### config.mk
export PLATFORM = sky130hd
export DESIGN_NAME = selective_repeat_receive_window_core_flat
export DESIGN_NICKNAME = d
export VERILOG_FILES = /design/src/rtl/srrw_pkg.sv /design/src/rtl/srrw_if.sv /design/src/rtl/srrw_window_dp.sv /design/src/rtl/selective_repeat_receive_window_core.sv /design/src/flat_wrapper.sv
export SDC_FILE = /design/constraint.sdc
export NUM_CORES = 1
export LEC_CHECK = 0
export BUFFER_PORTS_ARGS = -buffer_cell sky130_fd_sc_hd__buf_2
export CAP_MARGIN = 0
export CORE_MARGIN = 1
export CORE_UTILIZATION = 35
export CTS_CLUSTER_SIZE = 20
export DETAILED_ROUTE_END_ITERATION = 10
export PLACE_DENSITY = 0.62
export REMOVE_ABC_BUFFERS = 1
export SYNTH_ARGS = -nofsm -noshare
export SYNTH_HDL_FRONTEND = slang
export SYNTH_SLANG_ARGS = --single-unit
### constraint.sdc
create_clock -name clk -period 6.2 [get_ports clk]
set_clock_uncertainty 0.15 [all_clocks]
set_input_delay 0.93 -clock clk [delete_from_list [all_inputs] [get_ports clk]]
set_output_delay 0.93 -clock clk [all_outputs]
set_load 0.1 [all_outputs]
### src/rtl/srrw_pkg.sv
// Shared types, constants and helper functions of the selective-repeat receive window.
// Used by the channel interfaces, the window datapath and the top level.
// No dependencies.
package srrw_pkg;

  // Field and storage widths.
  localparam int SEQ_W        = 32;
  localparam int WS_W         = 6;
  localparam int ACK_W        = 32;
  localparam int BITMAP_WIDTH = 32;
  localparam int IDX_W        = $clog2(BITMAP_WIDTH);

  typedef logic [SEQ_W-1:0]        seq_t;
  typedef logic [WS_W-1:0]         wsize_t;
  typedef logic [ACK_W-1:0]        ack_bits_t;
  typedef logic [BITMAP_WIDTH-1:0] bmap_t;
  typedef logic [IDX_W-1:0]        bidx_t;

  // Window size after reset.
  localparam wsize_t WS_RESET = WS_W'(8);

  // Operations of the shared adder/shifter in the datapath.
  typedef logic [2:0] dp_op_t;
  localparam dp_op_t OP_NONE   = 3'd0;
  localparam dp_op_t OP_LIMIT  = 3'd1;
  localparam dp_op_t OP_OFFSET = 3'd2;
  localparam dp_op_t OP_SETBIT = 3'd3;
  localparam dp_op_t OP_SLIDE  = 3'd4;

  // Status returned by the datapath to the sequencer.
  typedef struct packed {
    logic in_win;   // segment lies inside the window
    logic is_base;  // segment equals the window base
    logic bit_ok;   // bit index of the segment fits in the bitmap
    logic bit0;     // lowest bitmap bit, drives the slide loop
    logic empty;    // bitmap holds no set bit
  } dp_stat_t;

  // Low ACK_W bits of the bitmap, zero-extended when the bitmap is narrower.
  function automatic ack_bits_t ack_bits(bmap_t b);
    ack_bits_t r;
    r = '0;
    for (int i = 0; i < BITMAP_WIDTH && i < ACK_W; i++) begin
      r[i] = b[i];
    end
    return r;
  endfunction

endpackage

### src/rtl/srrw_if.sv
// Valid/ready channel interfaces for segments in and acknowledgements out.
// Depends on srrw_pkg for the payload types.
interface srrw_in_if;
  logic             valid;
  logic             ready;
  srrw_pkg::seq_t   segment_seq;
  logic             is_short;

  modport source (output valid, output segment_seq, output is_short, input ready);
  modport sink   (input valid, input segment_seq, input is_short, output ready);
endinterface

interface srrw_out_if;
  logic                valid;
  logic                ready;
  srrw_pkg::seq_t      ack_base;
  srrw_pkg::ack_bits_t ack_bitmap;
  logic                accepted;
  logic                finished;

  modport source (output valid, output ack_base, output ack_bitmap, output accepted,
                  output finished, input ready);
  modport sink   (input valid, input ack_base, input ack_bitmap, input accepted,
                  input finished, output ready);
endinterface

### src/rtl/srrw_window_dp.sv
// Window datapath: base and bitmap registers around one shared 33-bit adder.
// The adder forms the window limit, the segment offset and each base increment.
// Depends on srrw_pkg.
module srrw_window_dp (
  input  logic              clk,
  input  logic              rst_n,
  input  srrw_pkg::dp_op_t  op,
  input  srrw_pkg::seq_t    seq,
  input  srrw_pkg::wsize_t  wsize,
  output srrw_pkg::seq_t    base,
  output srrw_pkg::bmap_t   bitmap,
  output srrw_pkg::dp_stat_t stat
);
  import srrw_pkg::*;

  seq_t        base_r, base_nxt;
  bmap_t       bitmap_r, bitmap_nxt;
  seq_t        offset_r;
  logic        no_borrow_r;
  logic        lim_carry_r;

  seq_t        add_a, add_b;
  logic        add_cin;
  logic [SEQ_W:0] add_sum;
  bidx_t       bit_idx;

  // Operand selection for the shared adder.
  always_comb begin
    unique case (op)
      OP_LIMIT: begin
        add_a   = base_r;
        add_b   = SEQ_W'(wsize);
        add_cin = 1'b0;
      end
      OP_OFFSET: begin
        add_a   = seq;
        add_b   = ~base_r;
        add_cin = 1'b1;
      end
      OP_SLIDE: begin
        add_a   = base_r;
        add_b   = '0;
        add_cin = 1'b1;
      end
      default: begin
        add_a   = base_r;
        add_b   = '0;
        add_cin = 1'b0;
      end
    endcase
  end

  assign add_sum = {1'b0, add_a} + {1'b0, add_b} + {{SEQ_W{1'b0}}, add_cin};

  // Offset is 1..BITMAP_WIDTH when the bit is set, so the low bits minus one give the index.
  assign bit_idx = offset_r[IDX_W-1:0] - IDX_W'(1);

  // Next base and bitmap.
  always_comb begin
    base_nxt   = base_r;
    bitmap_nxt = bitmap_r;
    unique case (op)
      OP_SETBIT: bitmap_nxt = bitmap_r | (bmap_t'(1) << bit_idx);
      OP_SLIDE: begin
        base_nxt   = add_sum[SEQ_W-1:0];
        bitmap_nxt = bitmap_r >> 1;
      end
      default: ;
    endcase
  end

  // Window state registers.
  always_ff @(posedge clk) begin
    if (!rst_n) begin
      base_r   <= '0;
      bitmap_r <= '0;
    end else begin
      base_r   <= base_nxt;
      bitmap_r <= bitmap_nxt;
    end
  end

  // Intermediate results of the window check.
  always_ff @(posedge clk) begin
    if (op == OP_LIMIT) begin
      lim_carry_r <= add_sum[SEQ_W];
    end
    if (op == OP_OFFSET) begin
      offset_r    <= add_sum[SEQ_W-1:0];
      no_borrow_r <= add_sum[SEQ_W];
    end
  end

  // Inside the window when seq >= base, the limit did not wrap and the offset is below the size.
  assign stat.in_win  = no_borrow_r && !lim_carry_r && (offset_r[SEQ_W-1:WS_W] == '0) &&
                        (offset_r[WS_W-1:0] < wsize);
  assign stat.is_base = (offset_r == '0);
  assign stat.bit_ok  = (offset_r != '0) && (offset_r <= SEQ_W'(BITMAP_WIDTH));
  assign stat.bit0    = bitmap_r[0];
  assign stat.empty   = (bitmap_r == '0);

  assign base   = base_r;
  assign bitmap = bitmap_r;

endmodule

### src/rtl/selective_repeat_receive_window_core.sv
// Top level of the selective-repeat receive window: sequencer, window size register and
// acknowledgement output register. Depends on srrw_pkg, srrw_if.sv and srrw_window_dp.
//
//   channel   direction  handshake           payload
//   in_ch     in         valid/ready         segment_seq[31:0], is_short
//   out_ch    out        valid/ready         ack_base[31:0], ack_bitmap[31:0], accepted, finished
//   cfg_*     in         cfg_wr_en           cfg_wr_data[5:0] (window size)
//
// A segment passes through the limit, offset and decision steps to the final step; one that hits
// the base first slides past it and past the run of set bitmap bits behind it: the shared adder
// advances the base and the bitmap shifts by one bit per cycle.
// in_ch.ready is high only while the sequencer is idle; a waiting acknowledgement does not
// block the next segment, which stalls at its final step until out_ch is free.
// Synchronous active-low reset clears the base, the bitmap and the window size to 8.
module selective_repeat_receive_window_core (
  input  logic                  clk,
  input  logic                  rst_n,
  srrw_in_if.sink               in_ch,
  srrw_out_if.source            out_ch,
  input  logic                  cfg_wr_en,
  input  srrw_pkg::wsize_t      cfg_wr_data
);
  import srrw_pkg::*;

  localparam logic [2:0] ST_IDLE  = 3'd0;
  localparam logic [2:0] ST_LIM   = 3'd1;
  localparam logic [2:0] ST_OFS   = 3'd2;
  localparam logic [2:0] ST_DEC   = 3'd3;
  localparam logic [2:0] ST_SLIDE = 3'd4;
  localparam logic [2:0] ST_FIN   = 3'd5;

  logic [2:0] state_r, state_nxt;
  wsize_t     wsize_r;
  seq_t       seq_r;
  logic       short_r;
  logic       acc_r, acc_nxt;

  logic       out_valid_r, out_valid_nxt;
  seq_t       out_base_r;
  ack_bits_t  out_bitmap_r;
  logic       out_acc_r;
  logic       out_fin_r;

  dp_op_t     op;
  seq_t       base;
  bmap_t      bitmap;
  dp_stat_t   stat;
  logic       in_fire;
  logic       out_load;

  srrw_window_dp u_dp (
    .clk    (clk),
    .rst_n  (rst_n),
    .op     (op),
    .seq    (seq_r),
    .wsize  (wsize_r),
    .base   (base),
    .bitmap (bitmap),
    .stat   (stat)
  );

  assign in_ch.ready = (state_r == ST_IDLE);
  assign in_fire     = in_ch.valid && in_ch.ready;
  assign out_load    = (state_r == ST_FIN) && (!out_valid_r || out_ch.ready);

  // Sequencer: operation for the datapath and next state.
  always_comb begin
    op        = OP_NONE;
    state_nxt = state_r;
    acc_nxt   = acc_r;
    unique case (state_r)
      ST_IDLE: begin
        if (in_fire) begin
          state_nxt = ST_LIM;
          acc_nxt   = 1'b0;
        end
      end
      ST_LIM: begin
        op        = OP_LIMIT;
        state_nxt = ST_OFS;
      end
      ST_OFS: begin
        op        = OP_OFFSET;
        state_nxt = ST_DEC;
      end
      ST_DEC: begin
        priority if (stat.in_win && stat.is_base) begin
          acc_nxt   = 1'b1;
          state_nxt = ST_SLIDE;
        end else if (stat.in_win && stat.bit_ok) begin
          op        = OP_SETBIT;
          acc_nxt   = 1'b1;
          state_nxt = ST_FIN;
        end else begin
          state_nxt = ST_FIN;
        end
      end
      ST_SLIDE: begin
        // The step that shifts out a clear bit is the last one.
        op = OP_SLIDE;
        if (!stat.bit0) begin
          state_nxt = ST_FIN;
        end
      end
      ST_FIN: begin
        if (out_load) begin
          state_nxt = ST_IDLE;
        end
      end
      default: state_nxt = ST_IDLE;
    endcase
  end

  // Control registers.
  always_ff @(posedge clk) begin
    if (!rst_n) begin
      state_r <= ST_IDLE;
      wsize_r <= WS_RESET;
      acc_r   <= 1'b0;
    end else begin
      state_r <= state_nxt;
      acc_r   <= acc_nxt;
      if (cfg_wr_en) begin
        wsize_r <= cfg_wr_data;
      end
    end
  end

  // Segment capture.
  always_ff @(posedge clk) begin
    if (in_fire) begin
      seq_r   <= in_ch.segment_seq;
      short_r <= in_ch.is_short;
    end
  end

  // Acknowledgement output register.
  always_comb begin
    out_valid_nxt = out_valid_r;
    if (out_ch.ready) begin
      out_valid_nxt = 1'b0;
    end
    if (out_load) begin
      out_valid_nxt = 1'b1;
    end
  end

  always_ff @(posedge clk) begin
    if (!rst_n) begin
      out_valid_r <= 1'b0;
    end else begin
      out_valid_r <= out_valid_nxt;
    end
  end

  always_ff @(posedge clk) begin
    if (out_load) begin
      out_base_r   <= base;
      out_bitmap_r <= ack_bits(bitmap);
      out_acc_r    <= acc_r;
      out_fin_r    <= acc_r && short_r && stat.empty;
    end
  end

  assign out_ch.valid      = out_valid_r;
  assign out_ch.ack_base   = out_base_r;
  assign out_ch.ack_bitmap = out_bitmap_r;
  assign out_ch.accepted   = out_acc_r;
  assign out_ch.finished   = out_fin_r;

  // Each slide step advances the base by exactly one.
  a_slide_inc: assert property (@(posedge clk) disable iff (!rst_n)
    state_r == ST_SLIDE |=> base == $past(base) + SEQ_W'(1))
    else $error("slide step did not advance the base by one");

  // A segment outside the window leaves the window state untouched.
  a_reject_stable: assert property (@(posedge clk) disable iff (!rst_n)
    (state_r == ST_DEC) && !stat.in_win |=> $stable(base) && $stable(bitmap))
    else $error("rejected segment changed the window state");

  // A finished acknowledgement always reports an accepted segment.
  a_fin_acc: assert property (@(posedge clk) disable iff (!rst_n)
    out_valid_r && out_fin_r |-> out_acc_r)
    else $error("finished flag without accepted flag");

  // A new acknowledgement is only loaded from the final sequencer step.
  a_load_src: assert property (@(posedge clk) disable iff (!rst_n)
    $rose(out_valid_r) |-> $past(state_r) == ST_FIN)
    else $error("acknowledgement loaded outside the final step");

endmodule

### src/flat_wrapper.sv
// flat-port wrapper written by rule: the top's interface ports become plain ports
module selective_repeat_receive_window_core_flat import srrw_pkg::*;
  (clk, rst_n, cfg_wr_en, cfg_wr_data, in_ch_valid, in_ch_segment_seq, in_ch_is_short, in_ch_ready, out_ch_valid, out_ch_ack_base, out_ch_ack_bitmap, out_ch_accepted, out_ch_finished, out_ch_ready);
  srrw_in_if in_ch_i ();
  srrw_out_if out_ch_i ();
  input  logic clk;
  input  logic rst_n;
  input  logic cfg_wr_en;
  input  srrw_pkg::wsize_t cfg_wr_data;
  input wire logic [$bits(in_ch_i.valid)-1:0] in_ch_valid;
  input wire logic [$bits(in_ch_i.segment_seq)-1:0] in_ch_segment_seq;
  input wire logic [$bits(in_ch_i.is_short)-1:0] in_ch_is_short;
  output wire logic [$bits(in_ch_i.ready)-1:0] in_ch_ready;
  output wire logic [$bits(out_ch_i.valid)-1:0] out_ch_valid;
  output wire logic [$bits(out_ch_i.ack_base)-1:0] out_ch_ack_base;
  output wire logic [$bits(out_ch_i.ack_bitmap)-1:0] out_ch_ack_bitmap;
  output wire logic [$bits(out_ch_i.accepted)-1:0] out_ch_accepted;
  output wire logic [$bits(out_ch_i.finished)-1:0] out_ch_finished;
  input wire logic [$bits(out_ch_i.ready)-1:0] out_ch_ready;
  assign in_ch_i.valid = in_ch_valid;
  assign in_ch_i.segment_seq = in_ch_segment_seq;
  assign in_ch_i.is_short = in_ch_is_short;
  assign in_ch_ready = in_ch_i.ready;
  assign out_ch_valid = out_ch_i.valid;
  assign out_ch_ack_base = out_ch_i.ack_base;
  assign out_ch_ack_bitmap = out_ch_i.ack_bitmap;
  assign out_ch_accepted = out_ch_i.accepted;
  assign out_ch_finished = out_ch_i.finished;
  assign out_ch_i.ready = out_ch_ready;
  selective_repeat_receive_window_core u_core (.clk(clk), .rst_n(rst_n), .in_ch(in_ch_i), .out_ch(out_ch_i), .cfg_wr_en(cfg_wr_en), .cfg_wr_data(cfg_wr_data));
endmodule
==> results of run 1 <==
[cells by family (layout without fill, tap and decap cells)]
kind of cell    Yosys count  count (layout)
compound gates          209             209
xor+xnor                 22              22
simple gates            383             383
fa+ha+maj                38              38
buf+inv                  57             179
mux                      22              22
flops                   208             208
[state kept, by name, indices dropped and copies added, names as in the netlist]
signal,count
u_core.out_ch.valid,1
u_core.u_dp.lim_carry_r,1
u_core.seq_r,32
u_core.wsize_r,6
u_core.u_dp.no_borrow_r,1
u_core.out_ch.finished,1
u_core.out_ch.accepted,1
u_core.state_r,3
u_core.u_dp.bitmap,32
u_core.u_dp.base,32
u_core.acc_r,1
u_core.u_dp.offset_r,32
u_core.out_ch.ack_bitmap,32
u_core.short_r,1
u_core.out_ch.ack_base,32
[area by class of cell]
type | instances | area [µm²]
multi-input combinational | 674 | 4070
inverter | 19 | 71.3
clock buffer | 31 | 646
timing repair buffer | 119 | 616
fill | 2675 | 15700
tap | 372 | 465
clock inverter | 10 | 100
sequential | 208 | 5500
[per-layer routing]
metal  track usage  wire (µm)  vias to the layer above
li1              -          -                     3668
met1         0.232      11300                     3510
met2         0.276      10900                      192
met3        0.0255       1110                       38
met4        0.0427        513                        0
met5             0          0                        -
[critical path, delay by kind of cell, from the launching register on]
| family | cells | cell delay (ns) |
|---|---|---|
| adders and majority gates | 2 | 0.61 |
| buffers and inverters | 3 | 0.75 |
| and+or+nand+nor | 4 | 0.91 |
| DFF | 1 | 0.40 |
| AOI/OAI and AO/OA | 6 | 1.47 |
[per-stage QoR]
stage / utilization / instances / hold WS, ns / TNS (ns)
floorplan: - / 901 / 0.273 / -0.363
global placement: 0.394 / 1392 / 0.313 / 0
detailed placement: 0.394 / 1392 / 0.316 / 0
CTS: 0.422 / 1433 / 0.329 / 0
global route: 0.422 / 1433 / 0.353 / 0
finish: 0.422 / 1433 / 0.331 / 0
[Yosys cell counts, types with 5 or more instances]
master	instances
a211oi_1	5
a21boi_0	5
a21o_1	12
a21oi_1	63
a22o_1	5
and2_1	9
clkbuf_1	31
dfxtp_1	75
edfxtp_1	133
ha_1	36
inv_1	17
mux2i_1	22
nand2_1	168
nand2b_1	10
nand3_1	14
nand4_1	14
nor2_1	92
nor3_1	9
nor4_1	12
o211ai_1	9
o21ai_0	43
o22ai_1	17
o31ai_1	7
or2_2	7
or3_1	6
or4_1	15
xnor2_1	15
xor2_1	7
[power by group]
part / internal (mW) / total [mW] / switching, mW
logic: 0.151 / 0.480 / 0.330
clock network: 0.810 / 1.35 / 0.537
registers: 1.56 / 1.60 / 0.0403
[final timing paths]
kind / startpoint / to / slack [ns] / cells past startpoint
max: u_core.state_r[1]$_SDFFE_PN0P_ / u_core.u_dp.offset_r[30]$_DFFE_PN_ / 1.65 / 15
min: u_core.u_dp.bitmap[2]$_SDFFE_PN0P_ / u_core.out_ch.ack_bitmap[2]$_DFFE_PP_ / 0.33 / 0
max reg2reg: u_core.state_r[1]$_SDFFE_PN0P_ / u_core.u_dp.offset_r[30]$_DFFE_PN_ / 1.65 / 15
min reg2reg: u_core.u_dp.bitmap[2]$_SDFFE_PN0P_ / u_core.out_ch.ack_bitmap[2]$_DFFE_PP_ / 0.33 / 0
==> flow_summary.json, run 1 <==
{
  "run_status": "complete, no violations",
  "cp-start-kind": "register",
  "cts-root-buf": "clkbuf_16",
  "cts_setup_buffers": 0,
  "post-route-period-util": 0.734,
  "ant_nets": 0,
  "numPortBuffers": 111,
  "crit_chain": "nor2b_1 > nand2b_2 > inv_2 > buf_4 > nor2_1 > fa_1 > inv_1 > fa_1 > a21o_1 > a311o_1 > o211ai_1 > a21oi_2 > o21ai_0 > a21boi_0 > nor2_1",
  "n_antenna_cell": 0,
  "ys_types": 68,
  "dieWidth_um": 169,
  "synth_compound_gate_area_share": 0.138,
  "cellPowerDensity_nw_per_um2": 299,
  "vias": 7408,
  "yosys.area_share.simple": 0.184,
  "synth_seq_cells": 208,
  "row_count": 60,
  "yosys_warnings": 0,
  "synth-edff-count": 133,
  "critPathKind": "reg2reg",
  "power.total_mw": 3.43,
  "gp_congestion": 0.843,
  "final-setup-viol-count": 0,
  "dp_slack_ns": 1.64,
  "drv_slew": 0,
  "crit_required_ns": 6.30,
  "endpoint_kind": "register",
  "yosysTopAreaCell": "edfxtp_1",
  "slew_headroom": 0.229,
  "hold_violations": 0,
  "cts_max_level": 1,
  "core_um2": 27200,
  "drt_pass1_iterations": 5,
  "synth_seq_area_share": 0.563,
  "cap_violations": 0,
  "wl_um": 23900,
  "leakage_nw": 4.59,
  "yosys_most_used_dff": "edfxtp_1",
  "fmax_mhz": 220,
  "gr-usage-all-layers": 0.168,
  "start_util": 0.359,
  "synth_top_area_frac": 0.409,
  "nets": 1127,
  "grt_max_degree": 51,
  "tritoncts": "built",
  "clk_pin_slew_ns": 0.06,
  "final_common_cell": "nand2_1",
  "clock_latency_ns": 0.51,
  "area_growth_pct": 17.4,
  "dp_hpwl_um": 16500,
  "drt_iter0_drc": 552,
  "avgViaCountPerCell": 5.17,
  "layout_setup_ws_ns": 1.65,
  "drive_above_1_share": 0.169,
  "worst_slew_pin_slew_ns": 1.15,
  "synth_cells": 939,
  "cp_max_fo": 43,
  "drc_errors": 0,
  "die_area_um2": 28600,
  "num_io_pins": 112,
  "syn-cell-area_um2": 9760,
  "synth.mux.area_fraction": 0.0226,
  "min_period_ns": 4.55,
  "synth_xor_area_frac": 0.0197,
  "hp-class": "reg2reg",
  "wl_per_cell_um": 16.7,
  "placed_area_um2": 10700,
  "design_area_um2": 11500,
  "cp.arrival_ns": 4.65,
  "grt_pass1_wl_um": 38200,
  "critPathSlowestCell": "buf_4",
  "synthAdderAreaFrac": 0.0502,
  "worst_path_largest_cell_delay_ns": 0.46,
  "hold_buffers": 0,
  "rsz0062_at_grt": "false",
  "post_cts_resized": 0,
  "ys_async_sr_fraction": 0,
  "grt_pass1_vias": 7118,
  "numCtsBuffers": 23,
  "clk_path_buf_depth": 3,
  "die_h_um": 169,
  "irDropWorstVdd_v": 0.000181,
  "yosys-top-cells-area": "edfxtp_1 (41%), dfxtp_1 (15%), nand2_1 (6.5%)",
  "grt_antenna_before_repair": 0,
  "final_cell_mix": "nand2_1 (168), edfxtp_1 (133), buf_2 (111)",
  "cts_num_sinks": 208,
  "synth_top_family_by_area": "simple AND/OR/NAND/NOR gates",
  "gr-total-overflow": 0,
  "avgSynthCellArea_um2": 10.4
}
No activity file was read; power rests on OpenSTA's default activity.
==> run 2: changes to the inputs <==
Settings changed: PLACE_DENSITY 0.62 to 0.64.
Clock period 6.2 ns to 3.95 ns, I/O delays scaled along.
==> flow_summary.json, run 2 (synthesized netlist as in run 1, its figures left out) <==
{
  "holdWs_ns": 0.0910,
  "critPathKind": "reg2reg",
  "critPathSlowestCell": "fa_1",
  "die_area_um2": 28600,
  "post-route-period-util": 0.927,
  "crit_chain": "nor2b_4 > nand2b_2 > buf_12 > nor2_1 > a21oi_1 > fa_1 > inv_1 > fa_1 > a21o_1 > a311o_1 > o211ai_1 > a21oi_4 > buf_4 > o211a_1 > o211ai_1 > a22o_1",
  "vias": 7438,
  "clk_pin_slew_ns": 0.06,
  "irDropWorstVdd_v": 0.000273,
  "dp_hpwl_um": 16600,
  "area_growth_pct": 19.7,
  "cp_max_fo": 37,
  "grt_pass1_vias": 6991,
  "utilization": 0.430,
  "num_io_pins": 112,
  "cap_violations": 0,
  "dp_slack_ns": 0.0634,
  "final-setup-viol-count": 0,
  "gr-total-overflow": 0,
  "cp-start-kind": "register",
  "p_comb_frac": 0.140,
  "run_status": "complete, no violations",
  "worst_slew_pin_slew_ns": 0.923,
  "hold_violations": 0,
  "wl_per_cell_um": 16.5,
  "cts_max_level": 1,
  "drt_pass1_iterations": 5,
  "drive_above_1_share": 0.184,
  "placed_area_um2": 10800,
  "cellPowerDensity_nw_per_um2": 480,
  "drv_slew": 0,
  "cp_num_buf_inv": 3,
  "die_h_um": 169,
  "final_cell_mix": "nand2_1 (168), edfxtp_1 (133), buf_2 (111)",
  "hold_buffers": 0,
  "worst_path_largest_cell_delay_ns": 0.40,
  "cts-root-buf": "clkbuf_16",
  "grt_pass1_wl_um": 38000,
  "numCtsBuffers": 23,
  "leakage_nw": 4.69,
  "min_period_ns": 3.66,
  "switching_power_mw": 1.46,
  "row_count": 60,
  "power.share.sequential": 0.447,
  "layout_setup_ws_ns": 0.289,
  "endpoint_kind": "register",
  "rsz0062_at_grt": "false",
  "start_util": 0.359,
  "avgViaCountPerCell": 5.15,
  "grt_max_degree": 51,
  "drt_iter0_drc": 533,
  "n_antenna_cell": 0,
  "nets": 1137,
  "slew_headroom": 0.384,
  "wl_um": 23800,
  "power.total_mw": 5.61,
  "switching_share": 0.261,
  "core_um2": 27200,
  "grt_antenna_before_repair": 0,
  "gp_congestion": 0.853,
  "ant_nets": 0,
  "gr-usage-all-layers": 0.167,
  "fmax_mhz": 273,
  "cp_top_family": "compound AO/OA/AOI/OAI gates",
  "clock_power_share": 0.413,
  "cts_num_sinks": 208,
  "cp.arrival_ns": 3.98,
  "design_area_um2": 11700,
  "hp-class": "in2reg",
  "intPower_mw": 4.14,
  "dieWidth_um": 169,
  "crit_required_ns": 4.27,
  "final_common_cell": "nand2_1",
  "numPortBuffers": 111,
  "drc_errors": 0,
  "clk_path_buf_depth": 3,
  "clock_latency_ns": 0.52,
  "tritoncts": "built"
}
==> run 2: cell types whose count changed in the layout (fill, tap and decap cells not counted), moves of 2 or more <==
cell,previous run,this run
a21boi_0,5,2
a21boi_1,0,3
buf_12,0,2
buf_4,8,14
buf_6,0,2
bufinv_16,2,5
clkbuf_8,4,2
clkinv_2,5,3
dfxtp_1,75,73
dfxtp_2,0,2
==> run 2: cell type report <==
| type | instances | area [µm²] |
|---|---|---|
| clock inverter | 13 | 198 |
| clock buffer | 29 | 618 |
| multi-input combinational | 674 | 4110 |
| tap | 372 | 465 |
| fill | 2629 | 15500 |
| timing repair buffer | 129 | 723 |
| sequential | 208 | 5500 |
| inverter | 19 | 71.3 |
==> run 2: repair_timing <==
item,4_1_cts,5_1_grt
setup buffers,0,2
gates resized for setup,0,17
endpoints found under the setup margin,0,27
==> run 2: final timing paths <==
path,cells past startpoint,endpoint,slack (ns),startpoint
setup / recovery,16,u_core.u_dp.base[26]$_SDFFE_PN0P_,0.29,u_core.state_r[1]$_SDFFE_PN0P_
hold / removal,1,u_core.seq_r[21]$_DFFE_PP_,0.09,in_ch_segment_seq[21]
hold reg to reg,0,u_core.out_ch.ack_bitmap[2]$_DFFE_PP_,0.34,u_core.u_dp.bitmap[2]$_SDFFE_PN0P_
setup reg to reg,16,u_core.u_dp.base[26]$_SDFFE_PN0P_,0.29,u_core.state_r[1]$_SDFFE_PN0P_
==> run 2: worst register-to-register path, cell delays in order (launching register included) <==
cell	delay (ns)
dfxtp_2	0.34
nor2b_4	0.14
nand2b_2	0.12
buf_12	0.19
nor2_1	0.06
a21oi_1	0.18
fa_1	0.23
inv_1	0.06
fa_1	0.40
a21o_1	0.20
a311o_1	0.35
o211ai_1	0.22
a21oi_4	0.18
buf_4	0.18
o211a_1	0.21
o211ai_1	0.24
a22o_1	0.18
==> run 2: power by group through the flow <==
stage | clock network [mW] | logic (mW) | registers, mW
after detailed placement | 0 | 0.774 | 2.55
after global placement | 0 | 0.762 | 2.55
final | 2.31 | 0.786 | 2.51
after floorplan | 0 | 0.509 | 2.57
after global routing | 2.44 | 0.873 | 2.52
after CTS | 2.36 | 0.777 | 2.51
==> run 2: metrics by stage <==
stage / std cells / TNS, ns
floorplan: 901 / -162.66
global placement: 1400 / 0
detailed placement: 1400 / 0
CTS: 1442 / 0
global route: 1444 / 0
finish: 1444 / 0
==> run 2: per-layer routing <==
layer | track usage | share of wire
met3 | 0.0257 | 0.051
met2 | 0.269 | 0.45
met4 | 0.0494 | 0.028
met1 | 0.232 | 0.47
met5 | 0 | 0
==> run 3: changes to the inputs <==
Settings changed: CORE_ASPECT_RATIO set to 1.4, CORE_UTILIZATION 35 to 45, PLACE_DENSITY 0.64 to 0.77, TNS_END_PERCENT set to 10.
==> flow_summary.json, run 3 (synthesized netlist as in run 1, its figures left out) <==
{
  "crit_required_ns": 4.04,
  "drt_pass1_iterations": 5,
  "design_area_um2": 11500,
  "numCtsBuffers": 22,
  "worst_slew_pin_slew_ns": 0.838,
  "gr-total-overflow": 0,
  "grt_antenna_before_repair": 0,
  "slew_headroom": 0.440,
  "run_status": "complete, no violations",
  "worstRegToRegCells": 13,
  "core_um2": 21200,
  "cts_max_level": 1,
  "fmax_mhz": 266,
  "grt_max_degree": 51,
  "grt_use_met2": 0.396,
  "irDropWorstVdd_v": 0.000348,
  "ant_nets": 0,
  "clk_path_buf_depth": 3,
  "drive_above_1_share": 0.183,
  "hold_end": "u_core.seq_r[7]$_DFFE_PP_",
  "nets": 1136,
  "dieWidth_um": 126,
  "dp_hpwl_um": 16500,
  "cts-root-buf": "clkbuf_16",
  "cp-start-kind": "register",
  "die_area_um2": 22300,
  "n_antenna_cell": 0,
  "grt_pass1_vias": 7507,
  "cts_setup_buffers": 0,
  "endpoint_kind": "register",
  "holdWs_ns": 0.0974,
  "r2r_end": "u_core.u_dp.offset_r[28]$_DFFE_PN_",
  "die_h_um": 176,
  "grt_pass1_wl_um": 38100,
  "area_growth_pct": 17.6,
  "use_met1": 0.247,
  "gp_congestion": 0.913,
  "cap_violations": 0,
  "num_io_pins": 112,
  "top_usage_layer": "met2",
  "hold_path_depth": 1,
  "avgViaCountPerCell": 5.70,
  "reg2reg_slack_ns": 0.19,
  "reg2reg_from": "u_core.state_r[0]$_SDFFE_PN0P_",
  "drt_iter0_drc": 557,
  "drv_slew": 0,
  "final-setup-viol-count": 0,
  "min-delay-start": "in_ch_segment_seq[7]",
  "wl_um": 23400,
  "gr-usage-all-layers": 0.216,
  "cp.arrival_ns": 3.85,
  "nFillCells": 1840,
  "cp_max_fo": 20,
  "row_count": 63,
  "post-route-period-util": 0.951,
  "drc_errors": 0,
  "hp-class": "in2reg",
  "cellPowerDensity_nw_per_um2": 479,
  "min_period_ns": 3.76,
  "vias": 7580,
  "numPortBuffers": 111,
  "leakage_nw": 4.65,
  "wl_per_cell_um": 17.6,
  "start_util": 0.460,
  "clk_pin_slew_ns": 0.06,
  "hold_violations": 0,
  "final_common_cell": "nand2_1",
  "tritoncts": "built",
  "rsz0062_at_grt": "true",
  "use_met3": 0.0306,
  "final_cell_mix": "nand2_1 (168), edfxtp_1 (133), buf_2 (111)",
  "critPathKind": "reg2reg",
  "cts_num_sinks": 208,
  "clock_latency_ns": 0.52,
  "placed_area_um2": 10700
}
[run 3: cell types whose count changed in the layout (fill, tap and decap cells not counted), sizes merged]
cell,previous run,this run
inv,20,21
bufinv,5,4
clkinvlp,1,5
clkbuf,29,25
clkinv,6,4
[run 3: cell type report]
class / count / area, µm² / share of cell area
Multi-Input combinational cell: 674 / 4080 / 0.356
Clock inverter: 15 / 216 / 0.0189
Clock buffer: 25 / 582 / 0.0507
Inverter: 19 / 71.3 / 0.00621
Tap cell: 260 / 325 / 0.0283
Timing Repair Buffer: 129 / 707 / 0.0616
Sequential cell: 208 / 5500 / 0.479
[run 3: layer usage]
| layer | share of wire | wire (µm) | vias up |
|---|---|---|---|
| li1 | - | - | 3685 |
| met1 | 0.39 | 9180 | 3564 |
| met2 | 0.51 | 12000 | 262 |
| met3 | 0.052 | 1220 | 69 |
| met4 | 0.044 | 1030 | 0 |
| met5 | 0 | 0 | - |
[run 3: worst max path at each step]
stage                                         startpoint                                  to  slack, ns
final                     u_core.state_r[0]$_SDFFE_PN0P_  u_core.u_dp.offset_r[28]$_DFFE_PN_       0.19
after CTS                 u_core.state_r[1]$_SDFFE_PN0P_   u_core.u_dp.base[23]$_SDFFE_PN0P_       0.06
after detailed placement  u_core.state_r[1]$_SDFFE_PN0P_   u_core.u_dp.base[23]$_SDFFE_PN0P_       0.07
after global routing      u_core.state_r[0]$_SDFFE_PN0P_  u_core.u_dp.offset_r[18]$_DFFE_PN_      -0.07
after floorplan           u_core.state_r[0]$_SDFFE_PN0P_   u_core.u_dp.lim_carry_r$_DFFE_PP_      -2.35
after global placement    u_core.state_r[1]$_SDFFE_PN0P_   u_core.u_dp.base[23]$_SDFFE_PN0P_       0.14
[run 3: worst max-delay path, stage by stage, from the launching register on]
cell and delay [ns]:
dfxtp_1 0.51, nand2b_2 0.24, inv_2 0.07, buf_4 0.22, nand2_1 0.11, nand2_1 0.06, ha_1 0.40, nand3_1 0.17
nor3_1 0.26, o211ai_1 0.22, a21oi_2 0.49, o211ai_1 0.21, a21boi_0 0.29, nor2_1 0.09
[run 3: power breakdown]
part / switching (mW) / internal (mW) / total (mW)
logic: 0.519 / 0.250 / 0.770
registers: 0.0653 / 2.45 / 2.51
clock network: 0.878 / 1.34 / 2.22
[run 3: metrics by stage]
| step | total power, mW | setup slack (ns) | utilization | setup TNS (ns) | cells |
|---|---|---|---|---|---|
| 2_1_floorplan | 3.08 | -2.35 | - | -162.66 | 901 |
| 3_3_place_gp | 3.30 | 0.140 | 0.503 | 0 | 1290 |
| 3_5_place_dp | 3.32 | 0.0746 | 0.503 | 0 | 1290 |
| 4_1_cts | 5.55 | 0.0594 | 0.540 | 0 | 1330 |
| 5_1_grt | 5.72 | -0.0698 | 0.541 | -0.259 | 1330 |
| 6_report | 5.50 | 0.194 | 0.541 | 0 | 1330 |
[run 3: what timing repair did]
item                       4_1_cts  5_1_grt
gates resized for setup          0        7
hold buffers                     0        0
setup endpoints to repair        0       21
